<file path="config.mk">
export PLATFORM = sky130hd
export DESIGN_NAME = sdns_ram
export DESIGN_NICKNAME = d
export VERILOG_FILES = /design/src/design/sdns_ram.sv
export SDC_FILE = /design/constraint.sdc
export NUM_CORES = 1
export LEC_CHECK = 0
export BUFFER_PORTS_ARGS = -buffer_cell sky130_fd_sc_hd__buf_2
export CORE_ASPECT_RATIO = 1.75
export CORE_MARGIN = 1
export CORE_UTILIZATION = 41
export DETAILED_ROUTE_END_ITERATION = 10
export GPL_TIMING_DRIVEN = 0
export PLACE_DENSITY = 0.64
export SLEW_MARGIN = 25
export SYNTH_ARGS = -nofsm -noshare
export SYNTH_HDL_FRONTEND = slang
export SYNTH_SLANG_ARGS = --single-unit
</file>
<file path="constraint.sdc">
create_clock -name clk -period 2.4 [get_ports clk]
set_clock_uncertainty 0.2 [all_clocks]
set_input_delay 0.12 -clock clk [delete_from_list [all_inputs] [get_ports clk]]
set_output_delay 0.12 -clock clk [all_outputs]
set_load 0.01 [all_outputs]
</file>
<file path="src/design/sdns_ram.sv">
// ----------------------------------------------------------------------------
// sdns_ram
// Generic single write port, single read port RAM with registered read.
// ----------------------------------------------------------------------------
module sdns_ram #(
  parameter int WIDTH = 8,
  parameter int DEPTH = 64,
  parameter int AW    = (DEPTH > 1) ? $clog2(DEPTH) : 1
) (
  input  logic             clk,
  input  logic             we,
  input  logic [AW-1:0]    waddr,
  input  logic [WIDTH-1:0] wdata,
  input  logic             re,
  input  logic [AW-1:0]    raddr,
  output logic [WIDTH-1:0] rdata
);

  logic [WIDTH-1:0] mem [DEPTH];

  always_ff @(posedge clk) begin
    if (we) begin
      mem[waddr] <= wdata;
    end
    if (re) begin
      rdata <= mem[raddr];
    end
  end

endmodule

</file>
==> metrics <==
Crit Path Class=input pin to flip-flop; asr flop ratio synth=0%; clk slew on worst S/H paths=0.07 ns; 1st-pass router iterations=8; met1 Usage GRT=22.4%; total track usage=20.4%; drt drc=0; Syn Std Cell Area=20,200 µm²; htree depth=2; Final Cycle Share=99.7%; top cells by area, synth=edfxtp_1, mux4_2, nor2_1, mux2i_1, mux2_2; Final Max Slew Viols=0; Yosys top cell area share=77.1%; Synth Area per Inst=21.5 µm²; Initial DRC Count=914; WP data arrival=2.52 ns; Sw Share=21.0%; Vias/cell=5.75; FP Rows=107; Slew headroom=28.5%; full die area=50,300 µm²; CTS Sinks=520; Area Growth Syn to Fin=12.7%; Clock Power Share=38.9%; LEAKAGE=7.01 nW; # IOs=31; wire per inst=29.0 µm; Root Driver=clkbuf_16; commonest non-fill, non-tap cell in the layout=edfxtp_1; setup bufs post-CTS=0; Logic pwr share=5.8%; WHS=0.0213 ns; Synth Instances=940; n_diodes=0; port bufs=22; endpoint type of the worst setup path=flip-flop; pre-CTS setup slack=-0.805 ns; post-synthesis sequential area ratio=77.1%; CTS tree=yes; initial antenna violation count=1; Final setup viols=0; EDFF count, synth=520; DRT antenna net count=0; VDD IR max=0.612 mV; share of cells above drive strength 1=26.0%; Worst Max-Slew Pin Slew=1.07 ns; PD cells=799 nW/µm²; GRT overflow=0; core area=48,700 µm²; global-route wire length before repair=70,700 µm; Hold Violations, Final=0; largest net degree at the start of global routing=65; most frequent cells in the layout=edfxtp_1, mux4_2, nor2_1; Yosys cell types=39; dpl hpwl=32,900 µm; Synth area leader=edfxtp_1; Die Span Y=296 µm; final net count=1,042; Final min period=2.39 ns; largest fanout on the critical path=10; Startpoint Class=input pin; Fmax achieved=0.418 GHz; FF+latch area=15,600 µm²; status=completed; Worst EP required=2.52 ns; met3 Usage GRT=3.14%; area of the multi-input gates=4380 µm²; Final Instance Area=22,800 µm²; Psw=3.82 mW; Synthesis Warnings=0; Total Wirelength=49,500 µm; CTS buffer count=43; PnR worst setup slack=0.00798 ns; number of max-cap violations=0; # fillers=4,040; vias in the first global route=10.1k; Post-DP Area=21,200 µm²; met2 usage=37.5%; Hold WC Path Type=input pin to flip-flop; syn nets=963; DIE WIDTH=170 µm; Initial Util=41.5%; Flop pwr share=55.3%; routed vias=9,802; clock tree buffer depth=3; Int Pwr=14.4 mW; Placer Congestion=0.933; flops & latches, synth=520; Clk Latency, worst-skew pair=0.56 ns; grt peak-use layer=met2; top_reg_cell synth=edfxtp_1
layout make-up:
| type | instances | area share (%) |
|---|---|---|
| buffer | 51 | 1.51 |
| clock buffer | 50 | 5.02 |
| clock inverter | 27 | 1.12 |
| multi-input combinational | 369 | 19.2 |
| sequential | 520 | 68.5 |
| tap | 654 | 3.59 |
| timing repair buffer | 34 | 1.10 |
critical path, cell delays in order:
cell and delay, ns:
buf_2 0.17, buf_2 0.40, clkdlybuf4s15_2 0.55, clkbuf_1 0.48, nand3_1 0.15, o2111ai_1 0.17, nand2_1 0.11, o2bb2ai_1 0.35
sequential cells by signal (all words and copies together), names as in the netlist:
signal,cells
mem,512
rdata,8
kinds of logic after synthesis:
logic type,Yosys count,share of synthesized area (%)
muxes,162,15.9
buffers and inverters,51,1.56
and+or+nand+nor,153,3.37
DFF,520,77.1
AOI/OAI and AO/OA,54,2.06
final timing paths:
kind                   startpoint              endpoint  slack (ns)  cells after the start
max                      raddr[2]    rdata[2]$_DFFE_PP_       0.008                      8
max reg2reg  mem[17][4]$_DFFE_PP_    rdata[4]$_DFFE_PP_        0.03                      5
min                            we  mem[48][2]$_DFFE_PP_        0.02                      3
min reg2reg  mem[30][6]$_DFFE_PP_    rdata[6]$_DFFE_PP_        0.85                      3
cell usage after synthesis (4+ instances only):
cell and n:
clkbuf_1 17, nand3_1 13, a211oi_1 4, buf_1 4
buf_2 11, edfxtp_1 520, nor2b_1 14, nand2b_1 7
o22ai_1 8, buf_6 4, a221oi_1 6, o221ai_1 8
buf_4 13, mux4_2 126, nand2_1 19, mux2_2 13
mux2i_1 23, nor2_1 83, nor3_1 7
what timing repair did:
item,4_1_cts,5_1_grt
pin swaps,0,0
resized for setup,18,4
hold buffers,8,3
setup endpoints to repair,8,2
hold endpoints to repair,335,173
power by group through the flow:
stage | Sequential, mW | Clock [mW] | Combinational (mW)
finish | 10.1 | 7.09 | 1.05
global route | 10.1 | 7.46 | 1.09
CTS | 10.1 | 7.17 | 1.04
detailed placement | 10.3 | 0 | 1.02
global placement | 10.3 | 0 | 0.990
floorplan | 10.3 | 0 | 0.536
per-stage QoR:
stage	power, mW	setup TNS [ns]	std cells	util [%]
2_1_floorplan	10.8	0	940	-
3_5_place_dp	11.3	-68.20	1617	43.5
5_1_grt	18.6	-0.00162	1705	46.8
3_3_place_gp	11.3	-36.44	1616	43.5
6_report	18.2	0	1705	46.8
4_1_cts	18.3	0	1702	46.7
routing by layer:
metal,up-vias,wire length (µm)
met4,2,2810
met1,5142,16500
li1,4075,-
met5,-,13
met2,452,27000
met3,131,3240
No activity file was read; power rests on OpenSTA's default activity.
