$ cat config.mk
export PLATFORM = sky130hd
export DESIGN_NAME = sdns_eval
export DESIGN_NICKNAME = d
export VERILOG_FILES = /design/src/design/sdns_pkg.sv /design/src/design/sdns_eval.sv
export SDC_FILE = /design/constraint.sdc
export NUM_CORES = 2
export LEC_CHECK = 0
export ABC_CLOCK_PERIOD_IN_PS = 11600
export BUFFER_PORTS_ARGS = -buffer_cell sky130_fd_sc_hd__buf_2
export CAP_MARGIN = 20
export CORE_MARGIN = 2
export CORE_UTILIZATION = 39
export CTS_CLUSTER_SIZE = 16
export DETAILED_ROUTE_END_ITERATION = 10
export GPL_TIMING_DRIVEN = 0
export PLACE_DENSITY_LB_ADDON = 0.2
export SYNTH_ARGS = -nofsm -noshare
export SYNTH_HDL_FRONTEND = slang
export SYNTH_SLANG_ARGS = --single-unit
$ cat constraint.sdc
create_clock -name clk -period 11.6 [get_ports clk]
set_input_delay 1.16 -clock clk [delete_from_list [all_inputs] [get_ports clk]]
set_output_delay 1.16 -clock clk [all_outputs]
set_load 0.01 [all_outputs]
$ cat src/design/sdns_pkg.sv
// ----------------------------------------------------------------------------
// sdns_pkg
// Types and constants shared by the support domain neighbour search unit.
// ----------------------------------------------------------------------------
package sdns_pkg;

  localparam int POS_W     = 32;
  localparam int EXT_W     = 31;
  localparam int MET_W     = 32;
  localparam int IDX_W     = 6;
  localparam int CFG_W     = 7;
  localparam int CFG_IDX_W = 1;
  localparam int ACC_W     = 98;
  localparam int STEP_W    = 4;

  // support shapes
  localparam logic [1:0] SHAPE_RADIAL  = 2'd0;
  localparam logic [1:0] SHAPE_BOX     = 2'd1;
  localparam logic [1:0] SHAPE_ELLIPSE = 2'd2;

  // register indexes
  localparam logic [CFG_IDX_W-1:0] CFG_SHAPE = 1'b0;
  localparam logic [CFG_IDX_W-1:0] CFG_COUNT = 1'b1;

  // actions
  localparam logic ACT_LOAD  = 1'b0;
  localparam logic ACT_QUERY = 1'b1;

  // evaluation steps
  localparam logic [STEP_W-1:0] STEP_SQ0    = 4'd0;
  localparam logic [STEP_W-1:0] STEP_SQ1    = 4'd1;
  localparam logic [STEP_W-1:0] STEP_SQ2    = 4'd2;
  localparam logic [STEP_W-1:0] STEP_TERM0  = 4'd3;
  localparam logic [STEP_W-1:0] STEP_TERM7  = 4'd10;
  localparam logic [STEP_W-1:0] STEP_RAD_OK = 4'd3;
  localparam logic [STEP_W-1:0] STEP_ELL_OK = 4'd12;

  // 1.0 in Q50.48
  localparam logic [ACC_W-1:0] ONE_Q48 = ACC_W'(1) << 48;

  typedef struct packed {
    logic                     action;
    logic [IDX_W-1:0]         entry_index;
    logic signed [POS_W-1:0]  point_x;
    logic signed [POS_W-1:0]  point_y;
    logic [EXT_W-1:0]         extent_x;
    logic [EXT_W-1:0]         extent_y;
    logic signed [MET_W-1:0]  metric_11;
    logic signed [MET_W-1:0]  metric_12;
    logic signed [MET_W-1:0]  metric_21;
    logic signed [MET_W-1:0]  metric_22;
  } cmd_t;

  typedef struct packed {
    logic [IDX_W-1:0] neighbour_index;
    logic             found;
    logic             last;
  } result_t;

  typedef struct packed {
    logic signed [POS_W-1:0] pos_x;
    logic signed [POS_W-1:0] pos_y;
    logic [EXT_W-1:0]        ext_x;
    logic [EXT_W-1:0]        ext_y;
    logic signed [MET_W-1:0] m11;
    logic signed [MET_W-1:0] m12;
    logic signed [MET_W-1:0] m21;
    logic signed [MET_W-1:0] m22;
  } node_t;

  typedef struct packed {
    logic done;
    logic hit;
  } eval_status_t;

  typedef enum logic [2:0] {
    S_IDLE,
    S_READ,
    S_START,
    S_WAIT,
    S_FLUSH
  } scan_state_t;

endpackage

$ cat src/design/sdns_eval.sv
// ----------------------------------------------------------------------------
// sdns_eval
// Support test of one node against the query point. Box test by direct compare,
// radial and elliptical tests stepped through one 32x32 multiplier.
// ----------------------------------------------------------------------------
module sdns_eval (
  input  logic                         clk,
  input  logic                         rst,
  input  logic                         start,
  input  logic [1:0]                   shape,
  input  logic signed [31:0]           qx,
  input  logic signed [31:0]           qy,
  input  sdns_pkg::node_t              node,
  output sdns_pkg::eval_status_t       status
);
  import sdns_pkg::*;

  logic signed [32:0] dx, dy;
  logic [32:0]        ndx, ndy;
  logic [31:0]        adx, ady;

  logic [31:0]              ax, ay;
  logic                     sgn_x, sgn_y;
  logic signed [MET_W-1:0]  coef [4];
  logic [EXT_W-1:0]         rx;
  logic                     over;
  logic [1:0]               shape_r;
  logic [STEP_W-1:0]        step;
  logic                     run;
  logic [63:0]              p0, p1, p2, prod;
  logic                     prod_neg, prod_hi, prod_vld;
  logic [ACC_W-1:0]         acc;

  logic [STEP_W-1:0]  tsel;
  logic [1:0]         term;
  logic signed [MET_W-1:0] cval;
  logic [31:0]        cmag;
  logic [63:0]        psel;
  logic [31:0]        mul_a, mul_b;
  logic [63:0]        mul_out;
  logic               mul_neg;
  logic [ACC_W-1:0]   ext, addend;
  logic               is_ell;

  assign dx  = 33'(qx) - 33'(node.pos_x);
  assign dy  = 33'(qy) - 33'(node.pos_y);
  assign ndx = -dx;
  assign ndy = -dy;
  assign adx = dx[32] ? ndx[31:0] : dx[31:0];
  assign ady = dy[32] ? ndy[31:0] : dy[31:0];

  assign is_ell = (shape_r == SHAPE_ELLIPSE);
  assign tsel   = step - STEP_TERM0;
  assign term   = tsel[2:1];
  assign cval   = coef[term];
  assign cmag   = cval[MET_W-1] ? 32'(-cval) : 32'(cval);

  always_comb begin
    unique case (term)
      2'd0:    psel = p0;
      2'd3:    psel = p2;
      default: psel = p1;
    endcase
  end

  // operand selection per step
  always_comb begin
    mul_a = ax;
    mul_b = ax;
    priority if (step == STEP_SQ0) begin
      mul_a = ax;
      mul_b = ax;
    end else if (step == STEP_SQ1) begin
      mul_a = is_ell ? ax : ay;
      mul_b = ay;
    end else if (step == STEP_SQ2) begin
      mul_a = is_ell ? ay : 32'(rx);
      mul_b = is_ell ? ay : 32'(rx);
    end else begin
      mul_a = cmag;
      mul_b = tsel[0] ? psel[63:32] : psel[31:0];
    end
  end

  assign mul_out = 64'(mul_a) * 64'(mul_b);
  assign mul_neg = cval[MET_W-1] ^ (((term == 2'd1) || (term == 2'd2)) & (sgn_x ^ sgn_y));

  assign ext    = prod_hi ? (ACC_W'(prod) << 32) : ACC_W'(prod);
  assign addend = prod_neg ? -ext : ext;

  always_ff @(posedge clk) begin
    if (rst) begin
      run      <= 1'b0;
      status   <= '0;
      prod_vld <= 1'b0;
      step     <= '0;
    end else begin
      status.done <= 1'b0;
      prod_vld    <= 1'b0;
      if (start) begin
        ax      <= adx;
        ay      <= ady;
        sgn_x   <= dx[32];
        sgn_y   <= dy[32];
        coef[0] <= node.m11;
        coef[1] <= node.m12;
        coef[2] <= node.m21;
        coef[3] <= node.m22;
        rx      <= node.ext_x;
        over    <= adx[31] | ady[31];
        shape_r <= shape;
        step    <= '0;
        acc     <= '0;
        priority case (shape)
          SHAPE_RADIAL, SHAPE_ELLIPSE: begin
            run <= 1'b1;
          end
          SHAPE_BOX: begin
            status.done <= 1'b1;
            status.hit  <= (adx <= 32'(node.ext_x)) && (ady <= 32'(node.ext_y));
          end
          default: begin
            status.done <= 1'b1;
            status.hit  <= 1'b0;
          end
        endcase
      end else if (run) begin
        step <= step + 1'b1;
        if (step == STEP_SQ0) p0 <= mul_out;
        if (step == STEP_SQ1) p1 <= mul_out;
        if (step == STEP_SQ2) p2 <= mul_out;
        if (!is_ell && step == STEP_RAD_OK) begin
          run         <= 1'b0;
          status.done <= 1'b1;
          status.hit  <= !over && (({1'b0, p0} + {1'b0, p1}) < {1'b0, p2});
        end
        if (is_ell && step >= STEP_TERM0 && step <= STEP_TERM7) begin
          prod     <= mul_out;
          prod_neg <= mul_neg;
          prod_hi  <= tsel[0];
          prod_vld <= 1'b1;
        end
        if (is_ell && step == STEP_ELL_OK) begin
          run         <= 1'b0;
          status.done <= 1'b1;
          status.hit  <= $signed(acc) <= $signed(ONE_Q48);
        end
      end
      if (prod_vld) begin
        acc <= acc + addend;
      end
    end
  end

endmodule

==> metrics.md <==
| Metric | Value |
|---|---|
| Initial DRC count | `7,346` |
| GRT Max-Usage Layer | `met2` |
| Slew headroom | `14.4%` |
| CP startpoint kind | `flip-flop` |
| Die Span Y | `449 um` |
| Final period utilization | `101%` |
| Die W | `449 um` |
| WP data arrival | `12.07 ns` |
| Status | `finished with violations` |
| Grt met1 use | `between 40 and 50%` |
| Crit-path slowest cell | `clkbuf_1` |
| Ranking of synthesized cells by area | `fa_1 23%, edfxtp_1 23%, ha_1 10%` |
| Vias per cell | `5.82` |
| DP HPWL | `272 mm` |
| Die area | `202,000 um2` |
| Cells after Synth | `8,519` |
| Starting Density | `39.2%` |
| Iteration count of the initial detailed-routing pass | `9` |
| Routability Congestion | `1.05` |
| H-Tree Depth | `3` |
| CTS root buf | `clkbuf_16` |
| Yosys top cell area share | `between 20% and 30%` |
| Crit-path most repeated cell | `fa_1` |
| Via Count | `68,900` |
| Sink Count | `592` |
| Dominant synthesized flop cell | `edfxtp_1` |
| Skew final | `around 0.034 ns` |
| GRT met2 Usage | `51.2%` |
| Max Freq | `85.7 MHz` |
| First-pass GRT wire length | `between 400 and 500 mm` |
| Port buffer count | `around 320` |
| YS warnings | `0` |
| Final worst slack | `-0.0649 ns` |
| Min-Delay Path Class | `flip-flop to flip-flop` |
| Vias in the first global route | `68,400` |
| Worst-Margin Slew | `between 1 and 1.5 ns` |
| Antenna Nets Post-Route | `0` |
| Setup TNS | `-0.416 ns` |
| Residual overflow from global routing | `0` |
| Post-synth net total | `10,400` |
| Fin nets | `11,000` |
| DR WL/cell | `between 20 and 30 um` |
| Worst Setup Path Type | `flip-flop to flip-flop` |
| Post-synth EDFFs | `~600` |
| Crit end category | `flip-flop` |
| Asr flop ratio synth | `0%` |
| P&R area growth vs syn | `17.6%` |
| Antenna violations before repair | `45` |
| RSZ-0062 raised after global routing | `true` |
| Failing checks | `setup timing` |
| #FFs+latches synth | `592` |
| Register area | `17,700 um2` |
| DRT Wirelength | `approximately 330 mm` |
| Residual DRC | `0` |
| Synthesized area per cell | `~9.1 um2` |
| Final Setup Violations | `12` |
| Max clock buf depth | `3` |
| Worst EP required | `12.00 ns` |
| Netlist cell types | `about 100` |
| Row cnt | `163` |
| Met3 GRT Util | `6.77%` |
| Gr usage total | `between 30% and 40%` |
| Core ar. | `197,000 um2` |
| Footprint of the multi-input gates | `approximately 56,000 um2` |
| Largest area contributor in the netlist | `fa_1` |
| Sequential area share after synthesis | `a little under a quarter` |
| Clock slew at reported path FFs | `0.06 ns` |
| Largest net degree at the start of global routing | `38` |
| Number of CTS-inserted buffers | `68` |
| Synthesized cell area | `77,400 um2` |
| Final Hold Viols | `0` |
| Top-level I/O count | `between 300 and 400` |
| Clk_lat worst skew | `0.69 ns` |
| Max-slew violations | `0` |
| Final min period | `between 10 and 15 ns` |
| R2R setup slack | `-0.06 ns` |
| CTS tree | `yes` |
| Fill cells | `19,000` |
| Max-cap violation count | `0` |
| Crit-path max FO | `10` |
| Slowest Stage Delay on Critical Path | `0.61 ns` |
| Share of cells above drive strength 1 | `around 15%` |
final timing paths:
check	depth (start not counted)	to	startpoint
hold / removal	2	step[1]	step[1]
setup / recovery	35	prod[47]	step[2]
setup reg to reg	35	prod[47]	step[2]
hold reg to reg	2	step[1]	step[1]
final cells by class:
| cell class | instances | share of cell area [%] |
|---|---|---|
| Multi-Input combinational cell | 6326 | 61.9 |
| Clock buffer | 81 | 1.95 |
| Clock inverter | 38 | 0.480 |
| Tap cell | 2640 | 3.63 |
| Buffer | 388 | 2.89 |
| Sequential cell | 592 | 19.5 |
| Antenna cell | 21 | 0.0578 |
| Timing Repair Buffer | 565 | 4.65 |
| Inverter | 1193 | 4.96 |
worst max-delay path, delay by kind of cell, from the launching register on:
kind	cells	cell delay [ns]
AO/OA/AOI/OAI	10	2.37
XOR/XNOR	1	0.12
adder cells (fa/ha/maj)	9	4.30
buffers and inverters	10	2.68
flip-flops	1	0.31
AND/OR/NAND/NOR	5	1.54
layout by cell type (no fill, tap or decap), types with 66 or more instances in the layout:
cell / n
inv_1: 1179
nor2_1: 1000
mux2i_1: 76
o21bai_1: 66
nand2b_1: 88
nand2_1: 705
a21o_1: 204
nor3_1: 101
fa_1: 889
edfxtp_1: 584
ha_1: 585
nand4_1: 101
nand3_1: 77
a21oi_1: 435
buf_2: 338
clkbuf_1: 186
or3_1: 92
o21ai_0: 292
xnor2_1: 208
a31oi_1: 71
buf_4: 165
xor2_1: 162
clkbuf_16: 75
flip-flops by register name (all words and copies together) (netlist names):
signal / flops
prod_vld: 1
prod: 64
run: 1
over: 1
rx: 31
coef: 128
sgn_y: 1
p2: 64
p1: 64
ay: 32
prod_neg: 1
ax: 32
sgn_x: 1
acc: 98
p0: 64
shape_r: 2
prod_hi: 1
step: 4
status: 2
cell families after synthesis:
| logic type | Yosys count | synth area share [%] |
|---|---|---|
| mux | 121 | 2.12 |
| simple gates | 2583 | 15.1 |
| buf+inv | 1601 | 7.85 |
| fa+ha+maj | 1523 | 33.4 |
| compound gates | 1691 | 14.0 |
| flops | 592 | 22.9 |
| xor+xnor | 408 | 4.65 |
routing by layer:
metal	vias up	wire, um
met5	-	169
met4	26	22600
met3	810	32000
met2	3643	150000
met1	34400	131000
li1	30000	-
cell usage after synthesis, types with 14 or more instances:
master and instances:
nor2b_1 65, clkbuf_1 342, buf_2 20, nand4_1 101
nor2_1 1036, o21ai_0 342, a21oi_1 497, buf_1 37
edfxtp_1 584, a21o_1 209, o21a_1 60, o21ai_1 14
fa_1 900, nor4_1 56, mux2i_1 82, o211ai_1 34
and3_1 47, a22oi_1 53, a21boi_0 20, a22o_1 14
a221oi_1 26, xnor2_1 230, a31oi_1 79, o31ai_1 46
mux4_2 34, o21bai_1 66, a311oi_1 14, and2_1 40
o22ai_1 20, a221o_1 21, nor3b_1 16, inv_1 1190
nor3_1 105, or3_1 94, ha_1 623, nand2b_1 89
nand2_1 718, nand3_1 82, xor2_1 176, a211oi_1 46
or2_2 69
repair_timing:
item | CTS | global route
endpoints found under the setup margin | 220 | 112
pin swaps | 113 | 186
hold buffers | 0 | 0
gates resized for setup | 746 | 240
buffers inserted | 108 | 72
cloned | 0 | 1
per-stage QoR:
| step | instances | area [um2] | utilization (%) | setup WS (ns) | hold slack [ns] |
|---|---|---|---|---|---|
| after global placement | 11500 | 82300 | 41.7 | -6.19 | 0.570 |
| after global routing | 11800 | 90900 | 46.1 | -0.310 | 0.598 |
| final | 11800 | 90900 | 46.1 | -0.0649 | 0.577 |
| after detailed placement | 11500 | 83400 | 42.3 | -5.51 | 0.573 |
| after floorplan | 8519 | 77400 | - | 0.0392 | 0.538 |
| after CTS | 11800 | 89300 | 45.3 | -0.0170 | 0.573 |
Power is not shown: default switching activity piles up to over one toggle a cycle in this logic, so the estimate is an artifact.
